**src/rtl/ean13_pkg.sv**
```systemverilog
`timescale 1ns / 1ps
`default_nettype none
// ----------------------------------------------------------------------------
// ean13_pkg
// Shared types, constants and table lookups of the EAN-13 scanline decoder.
// ----------------------------------------------------------------------------
package ean13_pkg;

	localparam int unsigned RUN_W     = 11;
	localparam int unsigned IDX_W     = 6;
	localparam int unsigned NUM_W     = 14;
	localparam int unsigned Q_DEPTH   = 4;
	localparam logic [RUN_W-1:0] RUN_MAX   = 11'd2047;
	localparam logic [IDX_W-1:0] IDX_MAX   = 6'd63;
	localparam logic [IDX_W-1:0] LEFT_LO   = 6'd4;
	localparam logic [IDX_W-1:0] LEFT_HI   = 6'd27;
	localparam logic [IDX_W-1:0] RIGHT_LO  = 6'd33;
	localparam logic [IDX_W-1:0] RIGHT_HI  = 6'd56;
	localparam logic [3:0]       RIGHT_POS = 4'd6;
	localparam logic [3:0]       POS_LAST  = 4'd12;
	localparam logic [7:0] THRESHOLD_RST   = 8'd125;
	localparam logic [7:0] MODULE_RST      = 8'd17;
	localparam logic [7:0] MODULE_MIN      = 8'd2;

	// configuration register indexes
	localparam logic CFG_THRESHOLD = 1'b0;
	localparam logic CFG_MODULE    = 1'b1;

	// one queued run-boundary or end-of-line event
	typedef struct packed {
		logic [RUN_W-1:0] run_len;
		logic [3:0]       pos;
		logic [1:0]       sub;
		logic             left;
		logic             close;
		logic             eol;
	} q_entry_t;

	typedef struct packed {
		logic       found;
		logic [3:0] digit;
		logic       g_set;
	} match_t;

	typedef enum logic [1:0] {
		BK_IDLE,
		BK_DIV,
		BK_STORE,
		BK_EMIT
	} back_state_t;

	// widths written first-run first, run 0 in the top bits
	localparam logic [11:0] L_TAB [10] = '{
		{3'd3, 3'd2, 3'd1, 3'd1}, {3'd2, 3'd2, 3'd2, 3'd1}, {3'd2, 3'd1, 3'd2, 3'd2},
		{3'd1, 3'd4, 3'd1, 3'd1}, {3'd1, 3'd1, 3'd3, 3'd2}, {3'd1, 3'd2, 3'd3, 3'd1},
		{3'd1, 3'd1, 3'd1, 3'd4}, {3'd1, 3'd3, 3'd1, 3'd2}, {3'd1, 3'd2, 3'd1, 3'd3},
		{3'd3, 3'd1, 3'd1, 3'd2}
	};
	localparam logic [11:0] G_TAB [10] = '{
		{3'd1, 3'd1, 3'd2, 3'd3}, {3'd1, 3'd2, 3'd2, 3'd2}, {3'd2, 3'd2, 3'd1, 3'd2},
		{3'd1, 3'd1, 3'd4, 3'd1}, {3'd2, 3'd3, 3'd1, 3'd1}, {3'd1, 3'd3, 3'd2, 3'd1},
		{3'd4, 3'd1, 3'd1, 3'd1}, {3'd2, 3'd1, 3'd3, 3'd1}, {3'd3, 3'd1, 3'd2, 3'd1},
		{3'd2, 3'd1, 3'd1, 3'd3}
	};
	// parity of left symbol k in bit k
	localparam logic [5:0] PARITY_TAB [10] = '{
		6'b000000, 6'b110100, 6'b101100, 6'b011100, 6'b110010,
		6'b100110, 6'b001110, 6'b101010, 6'b011010, 6'b010110
	};

	function automatic match_t match_symbol(input logic [11:0] w);
		match_t r;
		r = '0;
		for (int d = 0; d < 10; d++) begin
			if (!r.found && w == L_TAB[d]) begin
				r.found = 1'b1;
				r.digit = 4'(d);
				r.g_set = 1'b0;
			end else if (!r.found && w == G_TAB[d]) begin
				r.found = 1'b1;
				r.digit = 4'(d);
				r.g_set = 1'b1;
			end
		end
		return r;
	endfunction

	function automatic match_t match_parity(input logic [5:0] p);
		match_t r;
		r = '0;
		for (int d = 0; d < 10; d++) begin
			if (!r.found && p == PARITY_TAB[d]) begin
				r.found = 1'b1;
				r.digit = 4'(d);
			end
		end
		return r;
	endfunction

endpackage
`default_nettype wire

```
**src/rtl/ean13_scanline_decoder.sv**
```systemverilog
`timescale 1ns / 1ps
`default_nettype none
// ----------------------------------------------------------------------------
// ean13_scanline_decoder
// EAN-13 scanline decoder: pixel stream in, 13 digit results per line out.
// ----------------------------------------------------------------------------
// Pixels are taken one per cycle while the 4-entry event queue has room.
// Each run close inside a symbol takes the back end through a pop, 4 quotient
// steps and a symbol store, so closely spaced run edges can stall the input.
// End of line: the 13 results leave one per cycle while the receiver is ready,
// after queued events drain; the emit state loads each into the output register.
// Asynchronous active-low reset clears all control state and line stores.
module ean13_scanline_decoder import ean13_pkg::*; #(
	parameter int unsigned LINE_PIXELS = 1024
) (
	input  wire logic        clk,
	input  wire logic        arst_n,
	input  wire logic        cfg_we,
	input  wire logic        cfg_index,
	input  wire logic [7:0]  cfg_wdata,
	input  wire logic        s_tvalid,
	output logic             s_tready,
	input  wire logic [7:0]  s_tdata,   // [7:0] pixel
	input  wire logic        s_tlast,   // end_of_line
	output logic             m_tvalid,
	input  wire logic        m_tready,
	output logic [15:0]      m_tdata,   // [3:0] position, [7:4] digit, [8] digit_found
	output logic             m_tlast    // last_digit
);

	logic [7:0] threshold_q;
	logic [7:0] module_q;
	logic       q_full;
	logic       q_push;
	logic       q_pop;
	logic       q_valid;
	q_entry_t   q_wdata;
	q_entry_t   q_rdata;

	always_ff @(posedge clk or negedge arst_n) begin
		if (!arst_n) begin
			threshold_q <= THRESHOLD_RST;
			module_q    <= MODULE_RST;
		end else if (cfg_we) begin
			case (cfg_index)
				CFG_THRESHOLD: threshold_q <= cfg_wdata;
				CFG_MODULE:    module_q    <= cfg_wdata;
				default:       ;
			endcase
		end
	end

	ean13_front #(
		.LINE_PIXELS(LINE_PIXELS)
	) u_front (
		.clk      (clk),
		.arst_n   (arst_n),
		.threshold(threshold_q),
		.s_tvalid (s_tvalid),
		.s_tready (s_tready),
		.s_tdata  (s_tdata),
		.s_tlast  (s_tlast),
		.q_full   (q_full),
		.q_push   (q_push),
		.q_wdata  (q_wdata)
	);

	ean13_queue u_queue (
		.clk   (clk),
		.arst_n(arst_n),
		.push  (q_push),
		.wdata (q_wdata),
		.full  (q_full),
		.pop   (q_pop),
		.rvalid(q_valid),
		.rdata (q_rdata)
	);

	ean13_back u_back (
		.clk                (clk),
		.arst_n             (arst_n),
		.module_width_halves(module_q),
		.q_valid            (q_valid),
		.q_rdata            (q_rdata),
		.q_pop              (q_pop),
		.m_tvalid           (m_tvalid),
		.m_tready           (m_tready),
		.m_tdata            (m_tdata),
		.m_tlast            (m_tlast)
	);

endmodule
`default_nettype wire

```
**src/rtl/ean13_front.sv**
```systemverilog
`timescale 1ns / 1ps
`default_nettype none
// ----------------------------------------------------------------------------
// ean13_front
// Thresholds pixels, tracks runs and queues run closes inside symbols and end of line.
// ----------------------------------------------------------------------------
module ean13_front import ean13_pkg::*; #(
	parameter int unsigned LINE_PIXELS = 1024
) (
	input  wire logic       clk,
	input  wire logic       arst_n,
	input  wire logic [7:0] threshold,
	input  wire logic       s_tvalid,
	output logic            s_tready,
	input  wire logic [7:0] s_tdata,  // [7:0] pixel
	input  wire logic       s_tlast,  // end_of_line
	input  wire logic       q_full,
	output logic            q_push,
	output q_entry_t        q_wdata
);

	localparam int unsigned CNT_W = $clog2(LINE_PIXELS + 1);

	logic             started_q;
	logic             level_q;
	logic [RUN_W-1:0] run_len_q;
	logic [IDX_W-1:0] run_idx_q;
	logic [CNT_W-1:0] cnt_q;

	logic             accept;
	logic             level;
	logic             closing;
	logic             eol_eff;
	logic             in_left;
	logic             in_right;
	logic [CNT_W-1:0] cnt_nx;
	logic [IDX_W-1:0] off_left;
	logic [IDX_W-1:0] off_right;

	assign s_tready = !q_full;
	assign accept   = s_tvalid && s_tready;

	always_comb begin
		level     = s_tdata >= threshold;
		closing   = started_q && (level != level_q);
		cnt_nx    = (started_q ? cnt_q : '0) + CNT_W'(1);
		eol_eff   = s_tlast || (cnt_nx == CNT_W'(LINE_PIXELS));
		in_left   = run_idx_q inside {[LEFT_LO:LEFT_HI]};
		in_right  = run_idx_q inside {[RIGHT_LO:RIGHT_HI]};
		off_left  = run_idx_q - LEFT_LO;
		off_right = run_idx_q - RIGHT_LO;

		q_wdata         = '0;
		q_wdata.run_len = run_len_q;
		q_wdata.left    = in_left;
		q_wdata.close   = closing && (in_left || in_right);
		q_wdata.eol     = eol_eff;
		if (in_left) begin
			q_wdata.pos = 4'(off_left >> 2);
			q_wdata.sub = off_left[1:0];
		end else begin
			q_wdata.pos = RIGHT_POS + 4'(off_right >> 2);
			q_wdata.sub = off_right[1:0];
		end
		q_push = accept && (q_wdata.close || eol_eff);
	end

	always_ff @(posedge clk or negedge arst_n) begin
		if (!arst_n) begin
			started_q <= 1'b0;
			level_q   <= 1'b0;
			run_len_q <= '0;
			run_idx_q <= '0;
			cnt_q     <= '0;
		end else if (accept) begin
			started_q <= !eol_eff;
			level_q   <= level;
			cnt_q     <= cnt_nx;
			if (!started_q) begin
				run_len_q <= RUN_W'(1);
				run_idx_q <= '0;
			end else if (!closing) begin
				if (run_len_q != RUN_MAX)
					run_len_q <= run_len_q + RUN_W'(1);
			end else begin
				run_len_q <= RUN_W'(1);
				if (run_idx_q != IDX_MAX)
					run_idx_q <= run_idx_q + IDX_W'(1);
			end
		end
	end

endmodule
`default_nettype wire

```
**src/rtl/ean13_queue.sv**
```systemverilog
`timescale 1ns / 1ps
`default_nettype none
// ----------------------------------------------------------------------------
// ean13_queue
// Small first-in first-out queue of run events between front and back.
// ----------------------------------------------------------------------------
module ean13_queue import ean13_pkg::*; (
	input  wire logic     clk,
	input  wire logic     arst_n,
	input  wire logic     push,
	input  wire q_entry_t wdata,
	output logic          full,
	input  wire logic     pop,
	output logic          rvalid,
	output q_entry_t      rdata
);

	localparam int unsigned AW = $clog2(Q_DEPTH);
	localparam int unsigned CW = $clog2(Q_DEPTH + 1);

	q_entry_t        mem_q [Q_DEPTH];
	logic [AW-1:0]   wr_q;
	logic [AW-1:0]   rd_q;
	logic [CW-1:0]   count_q;
	logic            do_push;
	logic            do_pop;

	assign full    = count_q == CW'(Q_DEPTH);
	assign rvalid  = count_q != '0;
	assign rdata   = mem_q[rd_q];
	assign do_push = push && !full;
	assign do_pop  = pop && rvalid;

	always_ff @(posedge clk) begin
		if (do_push)
			mem_q[wr_q] <= wdata;
	end

	always_ff @(posedge clk or negedge arst_n) begin
		if (!arst_n) begin
			wr_q    <= '0;
			rd_q    <= '0;
			count_q <= '0;
		end else begin
			if (do_push)
				wr_q <= wr_q + AW'(1);
			if (do_pop)
				rd_q <= rd_q + AW'(1);
			count_q <= count_q + CW'(do_push) - CW'(do_pop);
		end
	end

	assert property (@(posedge clk) disable iff (!arst_n) count_q <= CW'(Q_DEPTH))
		else $error("queue count beyond depth");
	assert property (@(posedge clk) disable iff (!arst_n)
		(count_q == '0) |-> (wr_q == rd_q))
		else $error("empty queue with pointers apart");

endmodule
`default_nettype wire

```
**src/rtl/ean13_back.sv**
```systemverilog
`timescale 1ns / 1ps
`default_nettype none
// ----------------------------------------------------------------------------
// ean13_back
// Quantizes closed runs, matches symbols and streams out the 13 digits.
// ----------------------------------------------------------------------------
module ean13_back import ean13_pkg::*; (
	input  wire logic        clk,
	input  wire logic        arst_n,
	input  wire logic [7:0]  module_width_halves,
	input  wire logic        q_valid,
	input  wire q_entry_t    q_rdata,
	output logic             q_pop,
	output logic             m_tvalid,
	input  wire logic        m_tready,
	output logic [15:0]      m_tdata,  // [3:0] position, [7:4] digit, [8] digit_found
	output logic             m_tlast   // last_digit
);

	back_state_t      state_q;
	back_state_t      state_nx;
	q_entry_t         ent_q;
	logic [NUM_W-1:0] rem_q;
	logic [11:0]      dv_q;
	logic [1:0]       step_q;
	logic [2:0]       quo_q;
	logic             sat_q;
	logic [2:0]       width_q [4];
	logic [3:0]       digit_q [12];
	logic [11:0]      found_q;
	logic [5:0]       parity_q;
	logic [3:0]       emit_pos_q;
	logic             tvalid_q;
	logic [3:0]       out_pos_q;
	logic [3:0]       out_digit_q;
	logic             out_found_q;
	logic             out_last_q;

	logic [7:0]       m_eff;
	logic             ge;
	logic [2:0]       q_mod;
	logic [11:0]      sym_w;
	match_t           sym_m;
	match_t           first_m;
	logic             out_ld;
	logic [3:0]       slot;

	assign m_eff    = (module_width_halves < MODULE_MIN) ? MODULE_MIN : module_width_halves;
	assign ge       = rem_q >= {2'b00, dv_q};
	assign q_mod    = sat_q ? 3'd7 : quo_q;
	assign out_ld   = (state_q == BK_EMIT) && (!tvalid_q || m_tready);
	assign slot     = emit_pos_q - 4'd1;
	assign m_tvalid = tvalid_q;
	assign m_tdata  = {7'b0, out_found_q, out_digit_q, out_pos_q};
	assign m_tlast  = out_last_q;

	// symbol widths with the run just quantized in place
	always_comb begin
		sym_w = {width_q[0], width_q[1], width_q[2], width_q[3]};
		case (ent_q.sub)
			2'd0:    sym_w[11:9] = q_mod;
			2'd1:    sym_w[8:6]  = q_mod;
			2'd2:    sym_w[5:3]  = q_mod;
			default: sym_w[2:0]  = q_mod;
		endcase
		sym_m   = match_symbol(sym_w);
		first_m = (&found_q[5:0]) ? match_parity(parity_q) : '0;
	end

	always_comb begin
		state_nx = state_q;
		q_pop    = 1'b0;
		case (state_q)
			BK_IDLE: begin
				if (q_valid) begin
					q_pop = 1'b1;
					if (q_rdata.close)
						state_nx = BK_DIV;
					else if (q_rdata.eol)
						state_nx = BK_EMIT;
				end
			end
			BK_DIV: begin
				if (step_q == 2'd3)
					state_nx = BK_STORE;
			end
			BK_STORE: begin
				state_nx = ent_q.eol ? BK_EMIT : BK_IDLE;
			end
			BK_EMIT: begin
				if (out_ld && emit_pos_q == POS_LAST)
					state_nx = BK_IDLE;
			end
			default: state_nx = BK_IDLE;
		endcase
	end

	always_ff @(posedge clk or negedge arst_n) begin
		if (!arst_n)
			state_q <= BK_IDLE;
		else
			state_q <= state_nx;
	end

	// event capture and shift-subtract quotient, saturation checked first
	always_ff @(posedge clk) begin
		if (q_pop) begin
			ent_q  <= q_rdata;
			rem_q  <= {1'b0, q_rdata.run_len, 2'b00} + NUM_W'(m_eff);
			dv_q   <= {m_eff, 4'b0000};
			step_q <= 2'd0;
		end else if (state_q == BK_DIV) begin
			if (ge)
				rem_q <= rem_q - {2'b00, dv_q};
			if (step_q == 2'd0)
				sat_q <= ge;
			else
				quo_q <= {quo_q[1:0], ge};
			dv_q   <= dv_q >> 1;
			step_q <= step_q + 2'd1;
		end
	end

	always_ff @(posedge clk or negedge arst_n) begin
		if (!arst_n) begin
			for (int i = 0; i < 4; i++)
				width_q[i] <= '0;
			for (int i = 0; i < 12; i++)
				digit_q[i] <= '0;
			found_q    <= '0;
			parity_q   <= '0;
			emit_pos_q <= '0;
		end else if (state_q == BK_STORE) begin
			width_q[ent_q.sub] <= q_mod;
			if (ent_q.sub == 2'd3 && sym_m.found) begin
				digit_q[ent_q.pos] <= sym_m.digit;
				found_q[ent_q.pos] <= 1'b1;
				if (ent_q.left)
					parity_q[ent_q.pos[2:0]] <= sym_m.g_set;
			end
		end else if (out_ld) begin
			if (emit_pos_q == POS_LAST) begin
				for (int i = 0; i < 4; i++)
					width_q[i] <= '0;
				for (int i = 0; i < 12; i++)
					digit_q[i] <= '0;
				found_q    <= '0;
				parity_q   <= '0;
				emit_pos_q <= '0;
			end else begin
				emit_pos_q <= emit_pos_q + 4'd1;
			end
		end
	end

	// output register parts the back from the downstream stall
	always_ff @(posedge clk or negedge arst_n) begin
		if (!arst_n)
			tvalid_q <= 1'b0;
		else if (out_ld)
			tvalid_q <= 1'b1;
		else if (m_tready)
			tvalid_q <= 1'b0;
	end

	always_ff @(posedge clk) begin
		if (out_ld) begin
			out_pos_q   <= emit_pos_q;
			out_last_q  <= emit_pos_q == POS_LAST;
			if (emit_pos_q == 4'd0) begin
				out_digit_q <= first_m.digit;
				out_found_q <= first_m.found;
			end else begin
				out_digit_q <= digit_q[slot];
				out_found_q <= found_q[slot];
			end
		end
	end

	assert property (@(posedge clk) disable iff (!arst_n)
		(tvalid_q && out_last_q) |-> (out_pos_q == POS_LAST))
		else $error("last digit flag off position 12");
	assert property (@(posedge clk) disable iff (!arst_n)
		(out_ld && emit_pos_q == POS_LAST) |=> (found_q == '0 && parity_q == '0))
		else $error("line stores not cleared after last digit");
	assert property (@(posedge clk) disable iff (!arst_n)
		(state_q == BK_STORE) |-> ($past(state_q) == BK_DIV && $past(step_q) == 2'd3))
		else $error("symbol store without finished quotient");

endmodule
`default_nettype wire

```
**config.mk**
```make
export PLATFORM = sky130hd
export DESIGN_NAME = ean13_scanline_decoder
export DESIGN_NICKNAME = d
export VERILOG_FILES = /design/src/rtl/ean13_pkg.sv /design/src/rtl/ean13_scanline_decoder.sv /design/src/rtl/ean13_front.sv /design/src/rtl/ean13_queue.sv /design/src/rtl/ean13_back.sv
export SDC_FILE = /design/constraint.sdc
export NUM_CORES = 1
export LEC_CHECK = 0
export ABC_AREA = 1
export CAP_MARGIN = 25
export CORE_MARGIN = 1
export CORE_UTILIZATION = 25
export DETAILED_ROUTE_END_ITERATION = 7
export DONT_BUFFER_PORTS = 1
export SYNTH_ARGS = -nofsm -noshare
export SYNTH_HDL_FRONTEND = slang
export SYNTH_SLANG_ARGS = --single-unit
```
**constraint.sdc**
```tcl
create_clock -name clk -period 7.5 [get_ports clk]
set_input_delay 0.375 -clock clk [delete_from_list [all_inputs] [get_ports clk]]
set_output_delay 0.375 -clock clk [all_outputs]
set_load 0.02 [all_outputs]
```
==> impl_metrics.env <==
export IMPL_cts_resized=0
export IMPL_p_per_area_mw_per_mm2=395.8
export IMPL_clkSinkCount=268
export IMPL_synth_compound_area_share_pct=11.49
export IMPL_cts_root_buf="clkbuf_16"
export IMPL_cts_max_level=1
export IMPL_synth_fa_ha_area_share_pct=4.448
export IMPL_fin_tns_setup_ns=0
export IMPL_r2r_setup_slack_ns=3.46
export IMPL_synth_top_family_by_area="simple AND/OR/NAND/NOR gates"
export IMPL_drc=0
export IMPL_cts_tree="built"
export IMPL_synth_area_per_cell_sq_um=8.308
export IMPL_skew_ns=0.01875
export IMPL_comb_power_share_pct=42.9
export IMPL_dr_pass1_iters=5
export IMPL_grt_start_max_net_pins=139
export IMPL_synth_cells=1754
export IMPL_internal_power_mw=3.694
export IMPL_routed_wirelength_mm=35.24
export IMPL_ys_warn_count=0
export IMPL_setup_violations_final=0
export IMPL_r2r_end="u_back.digit_q[15]$_DFFE_PN0P_"
export IMPL_hold_end="u_front.started_q$_DFFE_PN0P_"
export IMPL_relSlewSlack_pct=42.64
export IMPL_worst_slack_ns=3.463
export IMPL_synth_simple_area_share_pct=24.45
export IMPL_synth_xor_area_share_pct=1.443
export IMPL_p_seq_share_pct=34.9
export IMPL_dieHeight_microns=243.4
export IMPL_synth_seq_area_share_pct=50.15
export IMPL_dp_hpwl_mm=24.59
export IMPL_start_util_pct=25.26
export IMPL_synth_edf_count=124
export IMPL_synth_cell_types=54
export IMPL_antenna_left=0
export IMPL_core_area_sq_mm=0.05770
export IMPL_grt_pass1_wl_mm=58.91
export IMPL_ys_flop_type="dfrtp_1"
export IMPL_io_buffers=0
export IMPL_cts_made_buffers=31
export IMPL_fin_crit_sh_pct=53.83
export IMPL_routabilityCongestion=0.9055
export IMPL_cp_end_kind="flop"
export IMPL_grt_usage_pct=11.99
export IMPL_clock_latency_ns=0.58
export IMPL_crit_fanout=25
export IMPL_dieArea_sq_mm=0.05926
export IMPL_die_w_microns=243.4
export IMPL_fmaxAchievable_mhz=247.7
export IMPL_cp_arrival_ns=4.54
export IMPL_overflow=0
export IMPL_synth_area_mux_share_pct=0.6869
export IMPL_ys_ff_latch=268
export IMPL_layout_nets=1820
export IMPL_vias=11810
export IMPL_layout_min_cycle_time_ns=4.037
export IMPL_required_ns=8.01
export IMPL_critPathKind="flop to flop"
export IMPL_first_global_vias=11570
export IMPL_p_sw_mw=2.818
export IMPL_final_layout_size_suffix_gt1_share_pct=6.038
export IMPL_ios=42
export IMPL_clk_pin_slew_ns=0.06
export IMPL_p_clk_share_pct=22.1
export IMPL_start_kind="flop"
export IMPL_hold_depth=3
export IMPL_area_growth_pct=12.90
export IMPL_finalHoldViolations=0
export IMPL_p_sw_share_pct=43.28
export IMPL_syn_area_sq_mm=0.01457
export IMPL_status="finished, final reports clean"
export IMPL_r2r_start="u_back.emit_pos_q[0]$_DFFE_PN0P_"
export IMPL_place_area_sq_mm=0.01532
export IMPL_post_place_ws_ns=2.924
export IMPL_worst_pin_slew_ns=0.8572
export IMPL_power_leakage_nw=7.086
export IMPL_hp_class="input pin to flop"
export IMPL_vias_per_cell=4.655
export IMPL_wl_per_cell_microns=13.89
export IMPL_synthArstFlopShare_pct=51.49
export IMPL_drt_iter0_drc=1055
export IMPL_row_count=88
export IMPL_cts_max_path_buffers=3
export IMPL_timing_hold_ws_ns=0.1255
export IMPL_antenna_found_initial=0
export IMPL_drv_cap=0
export IMPL_diodes=0
export IMPL_design_area_sq_mm=0.01645
export IMPL_rr_worst_depth=12
export IMPL_peakVddDrop_mv=0.2035
export IMPL_grt_setup_unrepaired="false"
export IMPL_maxSlewViolCount=0
export IMPL_hold_start="s_tlast"
[area by class of cell]
| class | count | area (sq um) |
|---|---|---|
| Timing Repair Buffer | 25 | 254.0 |
| Multi-Input combinational cell | 1227 | 6228 |
| Clock buffer | 43 | 872.1 |
| Sequential cell | 268 | 7307 |
| Clock inverter | 15 | 103.9 |
| Fill cell | 6097 | 41240 |
| Inverter | 194 | 728.2 |
| Tap cell | 765 | 957.2 |
[worst max path at each step]
| stage | endpoint | depth (start not counted) | slack [ns] | start |
|---|---|---|---|---|
| finish | u_back.digit_q[15]$_DFFE_PN0P_ | 12 | 3.46 | u_back.emit_pos_q[0]$_DFFE_PN0P_ |
| global route | u_back.digit_q[15]$_DFFE_PN0P_ | 12 | 3.08 | u_back.emit_pos_q[0]$_DFFE_PN0P_ |
| CTS | u_back.digit_q[15]$_DFFE_PN0P_ | 12 | 2.88 | u_back.emit_pos_q[0]$_DFFE_PN0P_ |
| detailed placement | u_back.digit_q[15]$_DFFE_PN0P_ | 12 | 2.92 | u_back.emit_pos_q[0]$_DFFE_PN0P_ |
| global placement | u_back.digit_q[15]$_DFFE_PN0P_ | 12 | 3.06 | u_back.emit_pos_q[0]$_DFFE_PN0P_ |
| floorplan | u_queue.mem_q[0][0]$_DFFE_PP_ | 18 | 3.83 | u_front.started_q$_DFFE_PN0P_ |
[worst max-delay path, stage by stage, from the launching register on]
cell	delay (ns)
dfrtp_1	0.52
clkinv_1	0.44
ha_1	0.26
inv_1	0.06
nor3_1	0.19
nand2_1	0.16
inv_1	0.23
nor2_1	0.12
a21oi_1	0.69
nand2_1	0.72
nor2_1	0.41
nand2_1	0.09
nand2_1	0.06
[placed cells by master, fill, tap and decap left out, types with 9 or more instances in the layout]
cell	instances
dlygate4sd3_1	9
clkbuf_16	32
inv_2	10
ha_1	47
nor2_2	10
mux2i_1	10
xor2_1	17
nand4_1	66
edfxtp_1	124
nor3_1	33
buf_4	13
nand2_1	424
nand3_1	76
o221ai_1	9
dfrtp_1	130
inv_1	182
o21ai_0	155
nor2_1	196
o22ai_1	30
o21ai_1	14
a21oi_1	57
[registers in the layout (all words and copies together), names as in the netlist, 3 cells and up]
signal              cells
threshold_q             8
u_back.emit_pos_q       4
u_back.width_q         12
u_back.digit_q         48
u_back.dv_q            12
u_queue.mem_q          80
u_back.rem_q           14
u_back.ent_q            8
u_front.run_idx_q       6
u_front.cnt_q          11
u_back.out_digit_q      4
u_back.found_q         12
u_back.quo_q            3
u_queue.count_q         3
u_front.run_len_q      11
u_back.parity_q         6
module_q                8
u_back.out_pos_q        4
[routing by layer]
layer	track usage [%]	wire [microns]	up-vias
li1	-	-	5888
met1	15.50	16140	5590
met2	20.22	16530	262
met3	1.928	1592	69
met4	4.107	974	0
met5	0	0	-
[power groups by stage]
stage          registers (mW)  clock network, mW  logic [mW]
6_report                 2.28               1.44        2.79
5_1_grt                  2.31               1.55        3.20
4_1_cts                  2.29               1.48        2.75
3_5_place_dp             2.32                  0        2.72
3_3_place_gp             2.31                  0        2.66
2_1_floorplan            2.20                  0        2.15
[metrics by stage]
step | util (%) | power [mW] | std cells
2_1_floorplan | - | 4.348 | 1760
3_3_place_gp | 26.55 | 4.972 | 2467
3_5_place_dp | 26.55 | 5.037 | 2467
4_1_cts | 28.45 | 6.531 | 2535
5_1_grt | 28.51 | 7.055 | 2537
6_report | 28.51 | 6.512 | 2537
[cell usage after synthesis, types with 3 or more instances]
cell type	count	area, sq um
a21oi_1	57	285.3
o21ai_0	155	775.7
ha_1	47	588.1
edfxtp_1	124	3724
nand3_1	76	380.4
fa_1	3	60.06
dfrtp_1	130	3253
and3_1	5	31.28
buf_6	3	33.78
a32oi_1	5	43.79
nor2_1	197	739.5
o22ai_1	30	187.7
clkbuf_1	51	191.4
inv_1	182	683.2
dfstp_2	8	210.2
nand2_1	424	1592
nor3_1	33	165.2
xor2_1	17	148.9
a31oi_1	7	43.79
o221ai_1	9	78.83
o21ai_1	14	70.07
nor2_2	10	62.56
nor4_1	4	25.02
or2_2	8	50.05
inv_2	10	37.54
xnor2_1	7	61.31
mux2i_1	10	100.1
buf_4	12	90.09
o32ai_1	7	61.31
nand3b_1	4	30.03
dfxtp_1	6	120.1
nand4_1	66	412.9
buf_2	3	15.01
[repair_timing]
action	4_1_cts	5_1_grt
hold endpoints to repair	154	0
setup buffers	0	0
hold buffers	10	0
[logic make-up after synthesis]
family | count (synthesis)
and+or+nand+nor | 836
muxes | 10
AOI/OAI and AO/OA | 300
xor gates and xnor gates | 24
other | 1
adders and majority gates | 50
DFF | 268
buffers and inverters | 265
Note: power is estimated with default switching activity, not from simulation.
